[config.mk]
export PLATFORM = sky130hd
export DESIGN_NAME = base64_stream_encoder_top
export DESIGN_NICKNAME = d
export VERILOG_FILES = /design/src/hw/rtl/b64e_pkg.sv /design/src/hw/rtl/b64e_front.sv /design/src/hw/rtl/b64e_queue.sv /design/src/hw/rtl/b64e_back.sv /design/src/hw/rtl/base64_stream_encoder_top.sv
export SDC_FILE = /design/constraint.sdc
export NUM_CORES = 1
export LEC_CHECK = 0
export BUFFER_PORTS_ARGS = -buffer_cell sky130_fd_sc_hd__buf_2
export CORE_MARGIN = 2
export CORE_UTILIZATION = 60
export CTS_BUF_LIST = sky130_fd_sc_hd__clkbuf_8
export DETAILED_ROUTE_END_ITERATION = 8
export PLACE_DENSITY_LB_ADDON = 0.08
export SLEW_MARGIN = 30
export SYNTH_ARGS = -nofsm -noshare
export SYNTH_HDL_FRONTEND = slang
export SYNTH_SLANG_ARGS = --single-unit
[constraint.sdc]
create_clock -name clk -period 3.6 [get_ports clk]
set_clock_uncertainty 0.2 [all_clocks]
set_input_delay 0.18 -clock clk [delete_from_list [all_inputs] [get_ports clk]]
set_output_delay 0.18 -clock clk [all_outputs]
set_load 0.01 [all_outputs]
[src/hw/rtl/b64e_pkg.sv]
// Shared types, constants and the character mapping of the base64 stream encoder.
package b64e_pkg;

	localparam int LINE_CHARS_DEFAULT = 64;
	localparam int JOB_QUEUE_DEPTH = 2;

	localparam logic [7:0] CHAR_UPPER_A = 8'h41;
	localparam logic [7:0] CHAR_LOWER_A = 8'h61;
	localparam logic [7:0] CHAR_DIGIT_0 = 8'h30;
	localparam logic [7:0] CHAR_PLUS    = 8'h2b;
	localparam logic [7:0] CHAR_SLASH   = 8'h2f;
	localparam logic [7:0] CHAR_PAD     = 8'h3d;
	localparam logic [7:0] CHAR_NL      = 8'h0a;

	// Pad counts of a group.
	localparam logic [1:0] PAD_NONE = 2'd0;
	localparam logic [1:0] PAD_ONE  = 2'd1;
	localparam logic [1:0] PAD_TWO  = 2'd2;

	// One group of output work: four sextets, how many trailing pads replace
	// sextets, and whether a newline follows the group.
	typedef struct packed {
		logic [3:0][5:0] sextet;
		logic [1:0]      pad_cnt;
		logic            newline;
	} job_t;

	function automatic logic [7:0] b64_char(input logic [5:0] v);
		logic [7:0] c;
		begin
			if (v < 6'd26) begin
				c = CHAR_UPPER_A + {2'b00, v};
			end else if (v < 6'd52) begin
				c = CHAR_LOWER_A + {2'b00, v - 6'd26};
			end else if (v < 6'd62) begin
				c = CHAR_DIGIT_0 + {2'b00, v - 6'd52};
			end else if (v == 6'd62) begin
				c = CHAR_PLUS;
			end else begin
				c = CHAR_SLASH;
			end
			return c;
		end
	endfunction

endpackage

[src/hw/rtl/b64e_front.sv]
// Front end: gathers bytes into groups, tracks the line grid and issues group jobs.
module b64e_front
	import b64e_pkg::*;
#(
	parameter int LINE_CHARS = LINE_CHARS_DEFAULT
) (
	input  logic       clk,
	input  logic       arst_n,
	input  logic       in_valid,
	output logic       in_ready,
	input  logic [7:0] in_byte,
	input  logic       in_eom,
	input  logic       wrap_en,
	output logic       job_push,
	output job_t       job_data,
	input  logic       job_full
);

	localparam int GROUP_LIMIT = LINE_CHARS / 4;
	localparam int CNT_W = (GROUP_LIMIT > 1) ? $clog2(GROUP_LIMIT) : 1;

	logic [7:0]       held0_q, held1_q;
	logic [1:0]       phase_q;
	logic [CNT_W-1:0] groups_q;
	logic [CNT_W-1:0] groups_next;
	logic             accept;
	logic             emits;
	logic             full_group;

	assign in_ready   = !job_full;
	assign accept     = in_valid && in_ready;
	assign full_group = (phase_q == 2'd2);
	assign emits      = full_group || in_eom;
	assign job_push   = accept && emits;

	assign groups_next = (groups_q == CNT_W'(GROUP_LIMIT - 1)) ? '0 : groups_q + 1'b1;

	always_comb begin
		job_data = '0;
		case (phase_q)
			2'd2: begin
				job_data.sextet[0] = held0_q[7:2];
				job_data.sextet[1] = {held0_q[1:0], held1_q[7:4]};
				job_data.sextet[2] = {held1_q[3:0], in_byte[7:6]};
				job_data.sextet[3] = in_byte[5:0];
				job_data.pad_cnt   = PAD_NONE;
				job_data.newline   = wrap_en && (in_eom || (groups_next == '0));
			end
			2'd1: begin
				job_data.sextet[0] = held0_q[7:2];
				job_data.sextet[1] = {held0_q[1:0], in_byte[7:4]};
				job_data.sextet[2] = {in_byte[3:0], 2'b00};
				job_data.pad_cnt   = PAD_ONE;
				job_data.newline   = wrap_en;
			end
			default: begin
				job_data.sextet[0] = in_byte[7:2];
				job_data.sextet[1] = {in_byte[1:0], 4'b0000};
				job_data.pad_cnt   = PAD_TWO;
				job_data.newline   = wrap_en;
			end
		endcase
	end

	always_ff @(posedge clk or negedge arst_n) begin
		if (!arst_n) begin
			phase_q  <= 2'd0;
			groups_q <= '0;
		end else if (accept) begin
			if (emits) begin
				phase_q <= 2'd0;
			end else if (phase_q == 2'd1) begin
				phase_q <= 2'd2;
			end else begin
				phase_q <= 2'd1;
			end
			if (in_eom) begin
				groups_q <= '0;
			end else if (full_group) begin
				groups_q <= groups_next;
			end
		end
	end

	// Held bytes are payload: they are only read once the phase says they are valid.
	always_ff @(posedge clk) begin
		if (accept && !emits) begin
			if (phase_q == 2'd1) begin
				held1_q <= in_byte;
			end else begin
				held0_q <= in_byte;
			end
		end
	end

endmodule

[src/hw/rtl/b64e_queue.sv]
// Short job queue between the front end and the character emitter.
module b64e_queue
	import b64e_pkg::*;
#(
	parameter int DEPTH = JOB_QUEUE_DEPTH
) (
	input  logic clk,
	input  logic arst_n,
	input  logic push,
	input  job_t push_data,
	output logic full,
	input  logic pop,
	output job_t pop_data,
	output logic empty
);

	localparam int PTR_W = (DEPTH > 1) ? $clog2(DEPTH) : 1;
	localparam int CNT_W = $clog2(DEPTH + 1);

	job_t             mem_q [DEPTH];
	logic [PTR_W-1:0] wr_ptr_q, rd_ptr_q;
	logic [CNT_W-1:0] count_q;
	logic             do_push, do_pop;

	assign full     = (count_q == CNT_W'(DEPTH));
	assign empty    = (count_q == '0);
	assign do_push  = push && !full;
	assign do_pop   = pop && !empty;
	assign pop_data = mem_q[rd_ptr_q];

	always_ff @(posedge clk or negedge arst_n) begin
		if (!arst_n) begin
			wr_ptr_q <= '0;
			rd_ptr_q <= '0;
			count_q  <= '0;
		end else begin
			if (do_push) begin
				wr_ptr_q <= (wr_ptr_q == PTR_W'(DEPTH - 1)) ? '0 : wr_ptr_q + 1'b1;
			end
			if (do_pop) begin
				rd_ptr_q <= (rd_ptr_q == PTR_W'(DEPTH - 1)) ? '0 : rd_ptr_q + 1'b1;
			end
			if (do_push && !do_pop) begin
				count_q <= count_q + 1'b1;
			end else if (do_pop && !do_push) begin
				count_q <= count_q - 1'b1;
			end
		end
	end

	always_ff @(posedge clk) begin
		if (do_push) begin
			mem_q[wr_ptr_q] <= push_data;
		end
	end

endmodule

[src/hw/rtl/b64e_back.sv]
// Back end: turns jobs into characters, one per unstalled cycle, in an output register.
module b64e_back
	import b64e_pkg::*;
(
	input  logic       clk,
	input  logic       arst_n,
	input  logic       job_empty,
	input  job_t       job_data,
	output logic       job_pop,
	output logic       out_valid,
	input  logic       out_ready,
	output logic [7:0] out_char,
	output logic       out_last
);

	job_t       cur_q;
	logic       cur_valid_q;
	logic [2:0] idx_q;
	logic       out_valid_q;
	logic [7:0] out_char_q;
	logic       out_last_q;
	logic       out_free;
	logic       last_char;
	logic [7:0] next_char;
	logic [2:0] first_pad;

	assign out_free  = !out_valid_q || out_ready;
	assign first_pad = 3'd4 - {1'b0, cur_q.pad_cnt};
	assign last_char = (idx_q == 3'd4) || ((idx_q == 3'd3) && !cur_q.newline);
	assign job_pop   = !job_empty && (!cur_valid_q || (out_free && last_char));

	always_comb begin
		if (idx_q == 3'd4) begin
			next_char = CHAR_NL;
		end else if (idx_q >= first_pad) begin
			next_char = CHAR_PAD;
		end else begin
			next_char = b64_char(cur_q.sextet[idx_q[1:0]]);
		end
	end

	always_ff @(posedge clk or negedge arst_n) begin
		if (!arst_n) begin
			cur_valid_q <= 1'b0;
			idx_q       <= 3'd0;
			out_valid_q <= 1'b0;
		end else begin
			if (job_pop) begin
				cur_valid_q <= 1'b1;
				idx_q       <= 3'd0;
			end else if (out_free && cur_valid_q) begin
				idx_q <= idx_q + 3'd1;
				if (last_char) begin
					cur_valid_q <= 1'b0;
				end
			end
			if (out_free) begin
				out_valid_q <= cur_valid_q;
			end
		end
	end

	always_ff @(posedge clk) begin
		if (job_pop) begin
			cur_q <= job_data;
		end
		if (out_free && cur_valid_q) begin
			out_char_q <= next_char;
			out_last_q <= last_char;
		end
	end

	assign out_valid = out_valid_q;
	assign out_char  = out_char_q;
	assign out_last  = out_last_q;

endmodule

[src/hw/rtl/base64_stream_encoder_top.sv]
// Top level of the base64 stream encoder with optional line wrap.
// The encoder takes a message one byte per request on the slave stream, with tlast on the
// message's last byte, and sends base64 characters one per request on the master stream.
// Every three bytes give four characters; a short final group is closed with one or two
// '=' pads. With wrap_enable set, a newline follows every LINE_CHARS/4 groups and one
// newline ends every message. On the master side tlast marks the last character caused
// by one input byte, so bytes that only get held produce no output at all. A byte is
// taken whenever the job queue has room, even while output is stalled. The output side
// moves one character per cycle while the master stream is not stalled and sets the
// sustained rate; a group gives four characters there, or five when a newline follows it.
// With the output idle, the first character of a group reaches the master stream once the
// byte that completes it has been written into the queue, the job has been moved from the
// queue into the emitter and the output register has been loaded. The queue lets the front
// end run up to QUEUE_DEPTH groups ahead. The configuration register is written through
// cfg_we and cfg_wdata; the user must write it only while the encoder is idle, as the
// block itself does not enforce it.
module base64_stream_encoder_top
	import b64e_pkg::*;
#(
	parameter int LINE_CHARS  = LINE_CHARS_DEFAULT,
	parameter int QUEUE_DEPTH = JOB_QUEUE_DEPTH
) (
	input  logic       clk,
	input  logic       arst_n,
	// Configuration: wrap_enable.
	input  logic       cfg_we,
	input  logic       cfg_wdata,
	// Slave stream.
	input  logic       s_axis_tvalid,
	output logic       s_axis_tready,
	input  logic [7:0] s_axis_tdata,   // [7:0] data_byte
	input  logic       s_axis_tlast,   // end_of_message
	// Master stream.
	output logic       m_axis_tvalid,
	input  logic       m_axis_tready,
	output logic [7:0] m_axis_tdata,   // [7:0] out_char
	output logic       m_axis_tlast    // last_of_run
);

	logic wrap_q;
	job_t push_job, pop_job;
	logic push, pop, q_full, q_empty;

	// The only configuration register; the front end samples it with each byte.
	always_ff @(posedge clk or negedge arst_n) begin
		if (!arst_n) begin
			wrap_q <= 1'b0;
		end else if (cfg_we) begin
			wrap_q <= cfg_wdata;
		end
	end

	// Front end: holds pending bytes, keeps the line grid and builds one job per group.
	b64e_front #(
		.LINE_CHARS(LINE_CHARS)
	) u_front (
		.clk      (clk),
		.arst_n   (arst_n),
		.in_valid (s_axis_tvalid),
		.in_ready (s_axis_tready),
		.in_byte  (s_axis_tdata),
		.in_eom   (s_axis_tlast),
		.wrap_en  (wrap_q),
		.job_push (push),
		.job_data (push_job),
		.job_full (q_full)
	);

	// Group jobs wait here so the byte side and the character side stall independently.
	b64e_queue #(
		.DEPTH(QUEUE_DEPTH)
	) u_queue (
		.clk       (clk),
		.arst_n    (arst_n),
		.push      (push),
		.push_data (push_job),
		.full      (q_full),
		.pop       (pop),
		.pop_data  (pop_job),
		.empty     (q_empty)
	);

	// Back end: walks each job one character per cycle, while the output is not stalled, into the output register.
	b64e_back u_back (
		.clk       (clk),
		.arst_n    (arst_n),
		.job_empty (q_empty),
		.job_data  (pop_job),
		.job_pop   (pop),
		.out_valid (m_axis_tvalid),
		.out_ready (m_axis_tready),
		.out_char  (m_axis_tdata),
		.out_last  (m_axis_tlast)
	);

endmodule

==> metrics.cfg <==
[clock_tree]
clkSlewWorstSetupHoldPaths_ns=0.09
h-tree-depth=4
cts-hold-fix-buffers=14
cts_resized=0
root_buffer=clkbuf_8
cts_tree=yes
cts_setup_buffers=0
numCtsBuffers=17
cts_max_path_buffers=2
clk_latency_ns=0.42
clock-sinks=122

[synth]
syn_area_um2=5430
ys_async_sr_fraction=0.1311
synth_edf_count=106
synthTopCellsByCount=edfxtp_1, nand2_1, mux2_2, nor2_1
syn_nets=417
netlist_instances=381
synth_top_area_frac=0.5862
yosysTopAreaCell=edfxtp_1
ys_warn_count=0
syn_avg_cell_area_um2=14.25
synthFlopType=edfxtp_1
synth_seq_area_share=0.6599
ys_seq_elements=122
synth.top_cells.by_area=edfxtp_1, dfrtp_1, mux2_2
synthDistinctLibCells=44
synth.most_common_cell=edfxtp_1

[power]
p_per_area_nw_per_um2=911.2
ir_drop_mv=0.5924
power.leakage_uw=0.002392
total_power_uw=5691

[sta]
slew_violations=0
tightest_slew_ns=0.9025
final.setup.tns_ns=0
rsz0062_at_grt=no
setup_viol=0
fin_crit_sh=0.8935
max_freq_ghz=0.3109
fin_crit_ns=3.217
hold_viol_final=0
hold_ws_ns=0.002892
max_slew_margin=0.3983

[critical_path]
crit_type=flip-flop to flip-flop
cp.required_ns=3.54
worst_setup_path_start_kind=flip-flop
crit_fanout=8
r2r_setup_slack_ns=0.38
arrival_ns=3.16
worstSetupEndpointType=flip-flop

[die]
die_h_um=99.14
die_area_um2=9828
rows=34
fp.dieW_um=99.14
start_util=0.6196
fp.coreArea_um2=8763
num_io_pins=26

[detailed_routing]
ant_nets=0
routedWlPerCell_um=16.39
via_count=3034
drc=0
dr.pass1.iters=5
routed_wl_mm=9.048
vias_per_cell=5.496
drtIter0Drc=164

[grt]
antenna_found_initial=0
grt_start_max_net_pins=30
grt_pass1_wl_mm=15.28
grt_overflow=0
grt_usage=0.2051
grt_pass1_vias=3157

[placement]
portBuffers=25
place.gp.congestion=0.8449
hpwl_mm=5.932
placed_area_um2=5690

[job]
max_cap_viol_count=0

[cells_and_area]
post-route-cell-area_um2=6246
final_util=0.7127
drive_gt1_frac=0.2410
fin_nets=467
area_growth_pct=15.02
n_antenna_cell=0
n_fill_cell=577

[run_status]
status=complete, no violations

[min_path]
hold_path_class=input port to asynchronous set/reset pin

worst paths after layout:
check                                 endpoint  cells past startpoint                start
min                         u_front.phase_q[0]                      2               arst_n
min reg2reg                u_front.groups_q[1]                      2  u_front.groups_q[1]
max                         u_back.out_char[4]                     10      u_back.idx_q[0]
min in group clk           u_front.groups_q[1]                      2  u_front.groups_q[1]
max reg2reg                 u_back.out_char[4]                     10      u_back.idx_q[0]
max in group asynchronous     u_queue.rd_ptr_q                      2               arst_n
where the power goes:
| group | leakage [µW] | internal, µW | switching [µW] |
|---|---|---|---|
| registers | 0.00117 | 2060 | 206 |
| clock network | 0.000211 | 646 | 608 |
| logic | 0.00101 | 917 | 1250 |
| total | 0.00239 | 3630 | 2060 |
metrics by stage:
stage,cells,worst slack (ns)
3_5_place_dp,506,0.4320
2_1_floorplan,381,0.5091
3_3_place_gp,506,0.5077
6_report,552,0.3833
5_1_grt,552,0.1706
4_1_cts,552,0.4106
kinds of logic (layout without fill, tap and decap cells):
kind of cell / Yosys count / in the layout / synth area share
flops: 122 / 122 / 0.6599
simple gates: 94 / 94 / 0.08041
compound gates: 55 / 55 / 0.06567
mux: 39 / 39 / 0.09194
buf+inv: 34 / 97 / 0.02511
fa+ha+maj: 21 / 21 / 0.04839
xor+xnor: 16 / 16 / 0.02857
worst max-delay path, stage by stage (launching register included):
cell,delay [ns]
dfrtp_1,0.43
buf_4,0.19
mux2i_1,0.14
mux2i_1,0.54
inv_1,0.20
ha_1,0.28
xnor2_2,0.23
nand3b_1,0.14
xor2_1,0.17
a2111oi_2,0.35
nor3_1,0.08
cell usage in the layout, fill, tap and decap left out, drive strengths merged, types with 3 or more instances in the layout:
master       netlist  routed
a22oi              8       8
o21ai             22      22
edfxtp           106     106
dfrtp             16      16
nand2             35      35
nor2b              3       3
ha                21      21
inv               19      27
nand2b             5       5
mux4               5       5
or2                3       3
clkbuf            13      17
xor2               8       8
mux2i              6       6
a2111oi            3       3
nor3               4       4
nand3              3       3
mux2              28      28
nand3b             3       3
a21o               5       5
clkinv             0       4
nor2              28      28
a21oi              8       8
xnor2              8       8
and2               7       7
dlygate4sd3        0      14
buf                2      32
flip-flops by register name, summed over array words and instances, names as in the netlist:
register and flops:
u_back.out_valid 1, u_back.idx_q 3, u_front.held0_q 8, u_back.out_last 1, u_queue.mem_q 54, u_front.phase_q 2
wrap_q 1, u_queue.rd_ptr_q 1, u_queue.count_q 2, u_front.groups_q 4, u_front.held1_q 8, u_back.cur_valid_q 1
u_queue.wr_ptr_q 1, u_back.cur_q 27, u_back.out_char 8
routing by layer:
metal	GRT usage	vias to the layer above	wire length [µm]
li1	-	1498	-
met4	0.08746	0	104
met1	0.2612	1470	4153
met5	0	-	0
met3	0.06114	11	280
met2	0.3311	55	4510
area by class of cell:
| class | instances | area (µm²) | share of cell area |
|---|---|---|---|
| sequential | 122 | 3585 | 0.5739 |
| multi-input combinational | 225 | 1722 | 0.2756 |
| timing repair buffer | 46 | 317.8 | 0.05088 |
| clock buffer | 17 | 234.0 | 0.03746 |
| clock inverter | 15 | 181.4 | 0.02905 |
| tap | 108 | 135.1 | 0.02163 |
| inverter | 19 | 71.32 | 0.01142 |
Power figures use the tool's default switching activity.
